**src/ccs_pkg.sv**
```systemverilog
// ---------------------------------------------------------------------------
// ccs_pkg: shared types and constants for the config comment stripper
// Scanner modes, character codes and the per-byte step record.
// ---------------------------------------------------------------------------
`default_nettype none

package ccs_pkg;

  typedef enum logic [2:0] {
    MODE_NORMAL = 3'd0,
    MODE_SLASH  = 3'd1,
    MODE_QUOTE  = 3'd2,
    MODE_LINE   = 3'd3,
    MODE_BLOCK  = 3'd4,
    MODE_STAR   = 3'd5
  } mode_t;

  localparam logic [7:0] CH_NL    = 8'h0A;
  localparam logic [7:0] CH_TAB   = 8'h09;
  localparam logic [7:0] CH_SPACE = 8'h20;
  localparam logic [7:0] CH_BTICK = 8'h60;
  localparam logic [7:0] CH_SQUOT = 8'h27;
  localparam logic [7:0] CH_DQUOT = 8'h22;
  localparam logic [7:0] CH_BSL   = 8'h5C;
  localparam logic [7:0] CH_SLASH = 8'h2F;
  localparam logic [7:0] CH_STAR  = 8'h2A;

  localparam logic [7:0] CC_A_RESET = 8'd59;
  localparam logic [7:0] CC_B_RESET = 8'd35;
  localparam logic [7:0] CC_C_RESET = 8'd0;
  localparam logic [7:0] CC_D_RESET = 8'd0;

  // register indexes of the configuration port
  localparam logic [7:0] REG_CC_A = 8'd0;
  localparam logic [7:0] REG_CC_B = 8'd1;
  localparam logic [7:0] REG_CC_C = 8'd2;
  localparam logic [7:0] REG_CC_D = 8'd3;

  // results of one byte plus the line filter state
  typedef struct packed {
    logic       lhc;   // line has content
    logic       nlp;   // newline held back
    logic [1:0] cnt;
    logic [7:0] b0;
    logic [7:0] b1;
    logic [7:0] b2;
  } step_t;

  typedef struct packed {
    logic       last;
    logic       valid;
    logic [7:0] data;
  } out_ent_t;

  function automatic step_t emit(step_t s, logic [7:0] b);
    step_t r;
    r = s;
    case (s.cnt)
      2'd0: begin r.b0 = b; r.cnt = 2'd1; end
      2'd1: begin r.b1 = b; r.cnt = 2'd2; end
      2'd2: begin r.b2 = b; r.cnt = 2'd3; end
      default: r = s;
    endcase
    return r;
  endfunction

  // line filter: drop empty lines, hold a newline until content follows
  function automatic step_t put_byte(step_t s, logic [7:0] b);
    step_t r;
    r = s;
    if (b == CH_NL) begin
      if (r.lhc) begin
        r.nlp = 1'b1;
        r.lhc = 1'b0;
      end
    end else begin
      if (r.nlp) begin
        r = emit(r, CH_NL);
        r.nlp = 1'b0;
      end
      r = emit(r, b);
      r.lhc = 1'b1;
    end
    return r;
  endfunction

endpackage

`default_nettype wire

```
**src/config_comment_stripper.sv**
```systemverilog
// ---------------------------------------------------------------------------
// config_comment_stripper: comment and blank line stripper for config text
// Drops comments, spaces and empty lines from a byte stream; quotes pass.
// ---------------------------------------------------------------------------
// Results are written into the output queue registers and presented from its
// head. Throughput: one input byte per cycle while out_tready stays high and
// each byte yields at most one result; in_tready needs at most one result
// still buffered in the 4-entry output queue, so a byte yielding two or three
// results holds the input off until the queue drains. rst_n (synchronous)
// empties the queue, returns the scanner to normal mode and loads the comment characters ; # 0 0.
`default_nettype none

module config_comment_stripper #(
  parameter int QDEPTH = 4              // output queue depth, power of two, >= 4
) (
  input  wire logic       clk,
  input  wire logic       rst_n,
  // input stream
  input  wire logic       in_tvalid,
  output      logic       in_tready,
  input  wire logic [7:0] in_tdata,     // [7:0] in_byte
  input  wire logic       in_tlast,     // in_last
  // result stream
  output      logic       out_tvalid,
  input  wire logic       out_tready,
  output      logic [7:0] out_tdata,    // [7:0] out_byte
  output      logic       out_tuser,    // [0] byte_valid
  output      logic       out_tlast,    // out_last
  // configuration writes
  input  wire logic       cfg_valid,
  output      logic       cfg_ready,
  input  wire logic [7:0] cfg_index,
  input  wire logic [7:0] cfg_data
);

  import ccs_pkg::*;

  localparam int PW = $clog2(QDEPTH);
  localparam int CW = PW + 1;

  // comment character registers
  logic [7:0] cc_a_r, cc_b_r, cc_c_r, cc_d_r;

  // scanner state
  mode_t      mode_r, mode_nxt;
  logic [7:0] quote_r, quote_nxt;
  logic       esc_r, esc_nxt;
  logic       lhc_r, lhc_nxt;
  logic       nlp_r, nlp_nxt;

  // output queue
  out_ent_t        q_mem [QDEPTH];
  logic [PW-1:0]   wr_ptr_r, rd_ptr_r;
  logic [CW-1:0]   count_r, count_nxt;

  logic       in_acc, out_acc;
  logic [7:0] b;
  logic       is_cc;
  step_t      s;
  logic [1:0] push_cnt;
  logic       marker;

  assign cfg_ready  = 1'b1;
  // room for the worst case of three results per byte
  assign in_tready  = (count_r <= CW'(QDEPTH - 3));
  assign in_acc     = in_tvalid && in_tready;
  assign out_tvalid = (count_r != '0);
  assign out_acc    = out_tvalid && out_tready;

  assign out_tdata  = q_mem[rd_ptr_r].data;
  assign out_tuser  = q_mem[rd_ptr_r].valid;
  assign out_tlast  = q_mem[rd_ptr_r].last;

  assign b     = in_tdata;
  assign is_cc = (b != 8'd0) &&
                 ((b == cc_a_r) || (b == cc_b_r) || (b == cc_c_r) || (b == cc_d_r));

  // ---- per-byte scan step ----
  always_comb begin
    logic do_normal;
    s         = '0;
    s.lhc     = lhc_r;
    s.nlp     = nlp_r;
    mode_nxt  = mode_r;
    quote_nxt = quote_r;
    esc_nxt   = esc_r;
    do_normal = 1'b0;

    unique case (mode_r)
      MODE_SLASH: begin
        if (b == CH_SLASH) begin
          mode_nxt = MODE_LINE;
        end else if (b == CH_STAR) begin
          mode_nxt = MODE_BLOCK;
        end else begin
          // lone slash goes out, then the byte is scanned normally
          s         = put_byte(s, CH_SLASH);
          mode_nxt  = MODE_NORMAL;
          do_normal = 1'b1;
        end
      end
      MODE_QUOTE: begin
        s = put_byte(s, b);
        if (esc_r) begin
          esc_nxt = 1'b0;
        end else if (b == CH_BSL) begin
          esc_nxt = 1'b1;
        end else if (b == quote_r) begin
          mode_nxt  = MODE_NORMAL;
          quote_nxt = 8'd0;
        end
      end
      MODE_LINE: begin
        if (b == CH_NL) begin
          s        = put_byte(s, CH_NL);
          mode_nxt = MODE_NORMAL;
        end
      end
      MODE_BLOCK: begin
        if (b == CH_STAR) mode_nxt = MODE_STAR;
      end
      MODE_STAR: begin
        if (b == CH_SLASH)     mode_nxt = MODE_NORMAL;
        else if (b != CH_STAR) mode_nxt = MODE_BLOCK;
      end
      default: begin
        mode_nxt  = MODE_NORMAL;
        do_normal = 1'b1;
      end
    endcase

    if (do_normal) begin
      // priority: quote, comment character, slash, whitespace
      if ((b == CH_BTICK) || (b == CH_SQUOT) || (b == CH_DQUOT)) begin
        s         = put_byte(s, b);
        quote_nxt = b;
        esc_nxt   = 1'b0;
        mode_nxt  = MODE_QUOTE;
      end else if ((b != CH_NL) && is_cc) begin
        mode_nxt = MODE_LINE;
      end else if (b == CH_SLASH) begin
        mode_nxt = MODE_SLASH;
      end else if ((b > CH_SPACE) || (b == CH_NL) || (b == CH_TAB)) begin
        s = put_byte(s, b);
      end
    end

    // end of text closes everything; a slash still open is emitted
    if (in_tlast) begin
      if (mode_nxt == MODE_SLASH) s = put_byte(s, CH_SLASH);
      mode_nxt  = MODE_NORMAL;
      quote_nxt = 8'd0;
      esc_nxt   = 1'b0;
      s.lhc     = 1'b0;
      s.nlp     = 1'b0;
    end

    lhc_nxt = s.lhc;
    nlp_nxt = s.nlp;
  end

  assign marker   = in_tlast && (s.cnt == 2'd0);
  assign push_cnt = in_acc ? (marker ? 2'd1 : s.cnt) : 2'd0;

  assign count_nxt = count_r + CW'(push_cnt) - CW'(out_acc);

  // ---- control registers ----
  always_ff @(posedge clk) begin
    if (!rst_n) begin
      mode_r   <= MODE_NORMAL;
      quote_r  <= 8'd0;
      esc_r    <= 1'b0;
      lhc_r    <= 1'b0;
      nlp_r    <= 1'b0;
      wr_ptr_r <= '0;
      rd_ptr_r <= '0;
      count_r  <= '0;
      cc_a_r   <= CC_A_RESET;
      cc_b_r   <= CC_B_RESET;
      cc_c_r   <= CC_C_RESET;
      cc_d_r   <= CC_D_RESET;
    end else begin
      if (in_acc) begin
        mode_r  <= mode_nxt;
        quote_r <= quote_nxt;
        esc_r   <= esc_nxt;
        lhc_r   <= lhc_nxt;
        nlp_r   <= nlp_nxt;
      end
      wr_ptr_r <= wr_ptr_r + PW'(push_cnt);
      if (out_acc) rd_ptr_r <= rd_ptr_r + PW'(1);
      count_r <= count_nxt;
      if (cfg_valid && cfg_ready) begin
        case (cfg_index)
          REG_CC_A: cc_a_r <= cfg_data;
          REG_CC_B: cc_b_r <= cfg_data;
          REG_CC_C: cc_c_r <= cfg_data;
          REG_CC_D: cc_d_r <= cfg_data;
          default: ;   // writes beyond the register list are dropped
        endcase
      end
    end
  end

  // ---- queue payload, no reset ----
  always_ff @(posedge clk) begin
    for (int k = 0; k < 3; k++) begin
      if (k < int'(push_cnt)) begin
        q_mem[wr_ptr_r + PW'(k)].data  <= marker ? 8'd0 :
                                          (k == 0) ? s.b0 : (k == 1) ? s.b1 : s.b2;
        q_mem[wr_ptr_r + PW'(k)].valid <= !marker;
        q_mem[wr_ptr_r + PW'(k)].last  <= in_tlast && (k == int'(push_cnt) - 1);
      end
    end
  end

  // ---- assertions ----
  a_count_bound: assert property (@(posedge clk) disable iff (!rst_n)
    count_r <= CW'(QDEPTH))
    else $error("output queue overflow");

  a_last_clears: assert property (@(posedge clk) disable iff (!rst_n)
    in_acc && in_tlast |=> (mode_r == MODE_NORMAL) && !lhc_r && !nlp_r && !esc_r)
    else $error("scanner state not cleared after end of text");

  a_marker_last: assert property (@(posedge clk) disable iff (!rst_n)
    out_tvalid && !out_tuser |-> out_tlast)
    else $error("end marker without out_tlast");

  a_esc_in_quote: assert property (@(posedge clk) disable iff (!rst_n)
    esc_r |-> (mode_r == MODE_QUOTE))
    else $error("escape pending outside quoted text");

endmodule

`default_nettype wire
```
**config.mk**
```make
export PLATFORM = sky130hd
export DESIGN_NAME = config_comment_stripper
export DESIGN_NICKNAME = d
export VERILOG_FILES = /design/src/ccs_pkg.sv /design/src/config_comment_stripper.sv
export SDC_FILE = /design/constraint.sdc
export NUM_CORES = 1
export LEC_CHECK = 0
export BUFFER_PORTS_ARGS = -buffer_cell sky130_fd_sc_hd__buf_2
export CAP_MARGIN = 30
export CORE_MARGIN = 4
export CORE_UTILIZATION = 40
export CTS_CLUSTER_SIZE = 16
export DETAILED_ROUTE_END_ITERATION = 10
export PLACE_DENSITY_LB_ADDON = 0.05
export SETUP_SLACK_MARGIN = 0.2
export SLEW_MARGIN = 0
export SYNTH_ARGS = -nofsm -noshare
export SYNTH_HDL_FRONTEND = slang
export SYNTH_SLANG_ARGS = --single-unit
```
**constraint.sdc**
```tcl
create_clock -name clk -period 6 [get_ports clk]
set_input_delay 0 -clock clk [delete_from_list [all_inputs] [get_ports clk]]
set_output_delay 0 -clock clk [all_outputs]
set_load 0.02 [all_outputs]
```
==> flow_summary_export.csv <==
group,metric,value,unit
logic_synthesis,netlist-cell-type-count,86,
global_route,grt_start_max_net_pins,25,
logic_synthesis,yosysWarnings,0,
sta,slew_headroom,42.0,%
floorplanning,die_w,128,um
logic_synthesis,synthArstFlopShare,0,%
setup_path,cp_max_fo,13,
pwr,cellLeakagePower,2.27,nW
clocking,cts_tree,"yes",
placement,dpl-instance-area,6020,um2
sta,worstMarginPinSlew,0.862,ns
clocking,cts_root_buf,"clkbuf_16",
pwr,ir_worst_vdd,0.117,mV
logic_synthesis,ys_ff_latch,95,
logic_synthesis,synth_cells,613,
sta,setup_viol,0,
setup_path,critPathRequiredTime,6.22,ns
sta,setup-tns-final,0,ns
pwr,power_density,281,nW/um2
status,status,"completed",
sta,fin_crit_sh,71.6,%
clocking,cts_buffer_depth,2,
cells_and_area,final_cell_mix,"68 x nand2_1, 55 x dfxtp_1, 49 x nor2_1, 41 x buf_2, 40 x edfxtp_1",
clocking,worstSkewPairLatency,0.35,ns
route,drc_errors,0,
setup_path,crit_path_start_kind,"flop",
logic_synthesis,syn_area,5740,um2
clocking,cts.clk_slew.worst_paths,0.07,ns
global_route,antenna_found_initial,0,
floorplanning,dieArea,16300,um2
cells_and_area,area_growth_syn_to_layout,12.0,%
global_route,track_usage,19.9,%
clocking,clock-sinks,95,
cells_and_area,layout_commonest_cell,"nand2_1",
floorplanning,rows,43,
global_route,first_global_vias,4686,
route,drtPass1Iterations,5,
global_route,grt_pass1_wl,25600,um
sta,max_freq,233,MHz
setup_path,slowest_stage,"dfxtp_1",
logic_synthesis,synth_area_per_cell,9.36,um2
placement,gp_congestion,0.914,
cells_and_area,postLayoutCellArea,6430,um2
cells_and_area,drive_above_1_share,16.3,%
clocking,htree_levels,3,
route,drtIter0Drc,324,
logic_synthesis,synthFlopType,"dfxtp_1",
sta,finalHoldViolCount,0,
route,wirelength,15700,um
sta,rsz0062_at_grt,"no",
run,cap_violations,0,
sta,period_needed,4.30,ns
sta,setup_ws,1.70,ns
clocking,numCtsBuffers,9,
cells_and_area,multi_input_comb_area,3160,um2
cells_and_area,final_nets,676,
logic_synthesis,yosysSeqAreaShare,40.1,%
cells_and_area,nFillCells,1383,
placement,dpl.hpwl,11600,um
setup_path,criticalPathCategory,"reg -> reg",
route,vias_per_cell,5.64,
floorplanning,ioPinCount,43,
floorplanning,start_util,41.0,%
setup_path,crit_path_end_kind,"flop",
placement,pre_cts_slack,1.75,ns
logic_synthesis,syn_nets,648,
sta,finClkSkew,0.0117,ns
floorplanning,die-height,128,um
setup_path,slowest_delay,0.57,ns
route,num_vias,4660,
cells_and_area,register_area,2300,um2
route,ant_nets,0,
logic_synthesis,synthTopCellsByArea,"edfxtp_1 21%, dfxtp_1 19%, xnor2_1 5.5%",
logic_synthesis,yosysTopAreaCellShare,20.9,%
clocking,cts_resized,0,
floorplanning,core,14000,um2
sta,slew_viol_final,0,
pwr,totalPowerFinal,1.81,mW
setup_path,path_cells,"or3b_1 > a31oi_1 > a21oi_4 > o21ai_2 > inv_2 > mux2i_2 > o211ai_1 > nand3_1 > ha_1 > inv_1 > ha_1 > inv_1 > fa_1 > xnor2_1 > xnor2_1 > nor2_1",
hold_path,hold_class,"in -> reg",
placement,port_buffers,41,
cells_and_area,diodes,0,
global_route,grt.overflow.total,0,
logic_synthesis,yosysTopAreaCell,"edfxtp_1",
route,wire_per_inst,19.0,um
setup_path,cp.arrival,4.51,ns
logic_synthesis,synth_edf_count,40,
## timing repair
item	in CTS	in global routing
endpoints found under the hold margin	32	0
hold buffers	10	0
setup buffers	0	0
## where the power goes
part	switching [mW]	internal, mW	total, mW
Clock	0.259	0.328	0.587
Combinational	0.260	0.184	0.444
Sequential	0.0429	0.733	0.776
Total	0.562	1.24	1.81
## sequential cells by signal, summed over array words and instances (netlist names), 3 cells and up, named ones only
register / count
count_r: 3
cc_d_r: 8
cc_c_r: 8
quote_r: 8
cc_b_r: 8
mode_r: 3
cc_a_r: 8
q_mem: 40
## routing by layer
metal	part of all wire [%]	wire, um	global-route usage, %
met3	4.1	640	2.75
met5	0	0	0
met4	1.7	266	7.30
met1	47	7420	27.3
met2	47	7320	32.2
## path summary, 6_finish.rpt
path | startpoint | endpoint | slack, ns | depth (start not counted)
setup / recovery | mode_r[0] | count_r[2] | 1.70 | 16
hold / removal | cfg_index[1] | cc_b_r[6] | 0.14 | 4
setup reg to reg | mode_r[0] | count_r[2] | 1.70 | 16
hold reg to reg | cc_d_r[3] | cc_d_r[3] | 0.47 | 2
## cell type report
| type | count | area share [%] |
|---|---|---|
| inverter | 20 | 1.17 |
| clock buffer | 9 | 3.50 |
| tap | 180 | 3.50 |
| multi-input combinational | 457 | 49.2 |
| timing repair buffer | 58 | 5.57 |
| clock inverter | 7 | 1.25 |
| sequential | 95 | 35.8 |
## Yosys cell counts (all sizes together), types with 3 or more instances
| master | n |
|---|---|
| xnor2 | 36 |
| nor3b | 6 |
| nor3 | 9 |
| a21o | 3 |
| nand2 | 68 |
| a211oi | 3 |
| and3 | 8 |
| nor4 | 4 |
| dfxtp | 55 |
| o211ai | 15 |
| nor2 | 52 |
| xor2 | 11 |
| o221ai | 7 |
| nand2b | 3 |
| a21boi | 3 |
| o21bai | 3 |
| o21ai | 17 |
| nand3 | 27 |
| a32oi | 4 |
| ha | 4 |
| mux4 | 10 |
| clkbuf | 18 |
| nand3b | 5 |
| mux2i | 18 |
| inv | 20 |
| a211o | 5 |
| nor2b | 8 |
| a221oi | 5 |
| or2 | 8 |
| or3 | 4 |
| a311oi | 3 |
| nand4 | 10 |
| a22oi | 7 |
| edfxtp | 40 |
| and2 | 21 |
| buf | 23 |
| a21oi | 40 |
## logic make-up after synthesis
family | share of synthesized area, %
DFF | 40.1
muxes | 7.54
and+or+nand+nor | 22.3
buffers and inverters | 4.79
xor gates and xnor gates | 7.17
other | 0.0653
AOI/OAI and AO/OA | 16.8
adders and majority gates | 1.22
## critical path, delay by kind of cell, from the launching register on
family | cells | cell delay [ns]
AOI/OAI and AO/OA | 4 | 1.27
xor gates and xnor gates | 2 | 0.31
adders and majority gates | 3 | 0.80
buffers and inverters | 3 | 0.16
DFF | 1 | 0.57
muxes | 1 | 0.45
and+or+nand+nor | 3 | 0.60
## per-stage QoR
step                      std cells  util [%]  hold slack [ns]
after detailed placement        800      43.1            0.295
after global routing            826      46.0            0.163
after global placement          800      43.1            0.295
after floorplan                 613         -            0.124
final                           826      46.0            0.135
after CTS                       826      46.0            0.118
(Power assumes the default switching activity.)
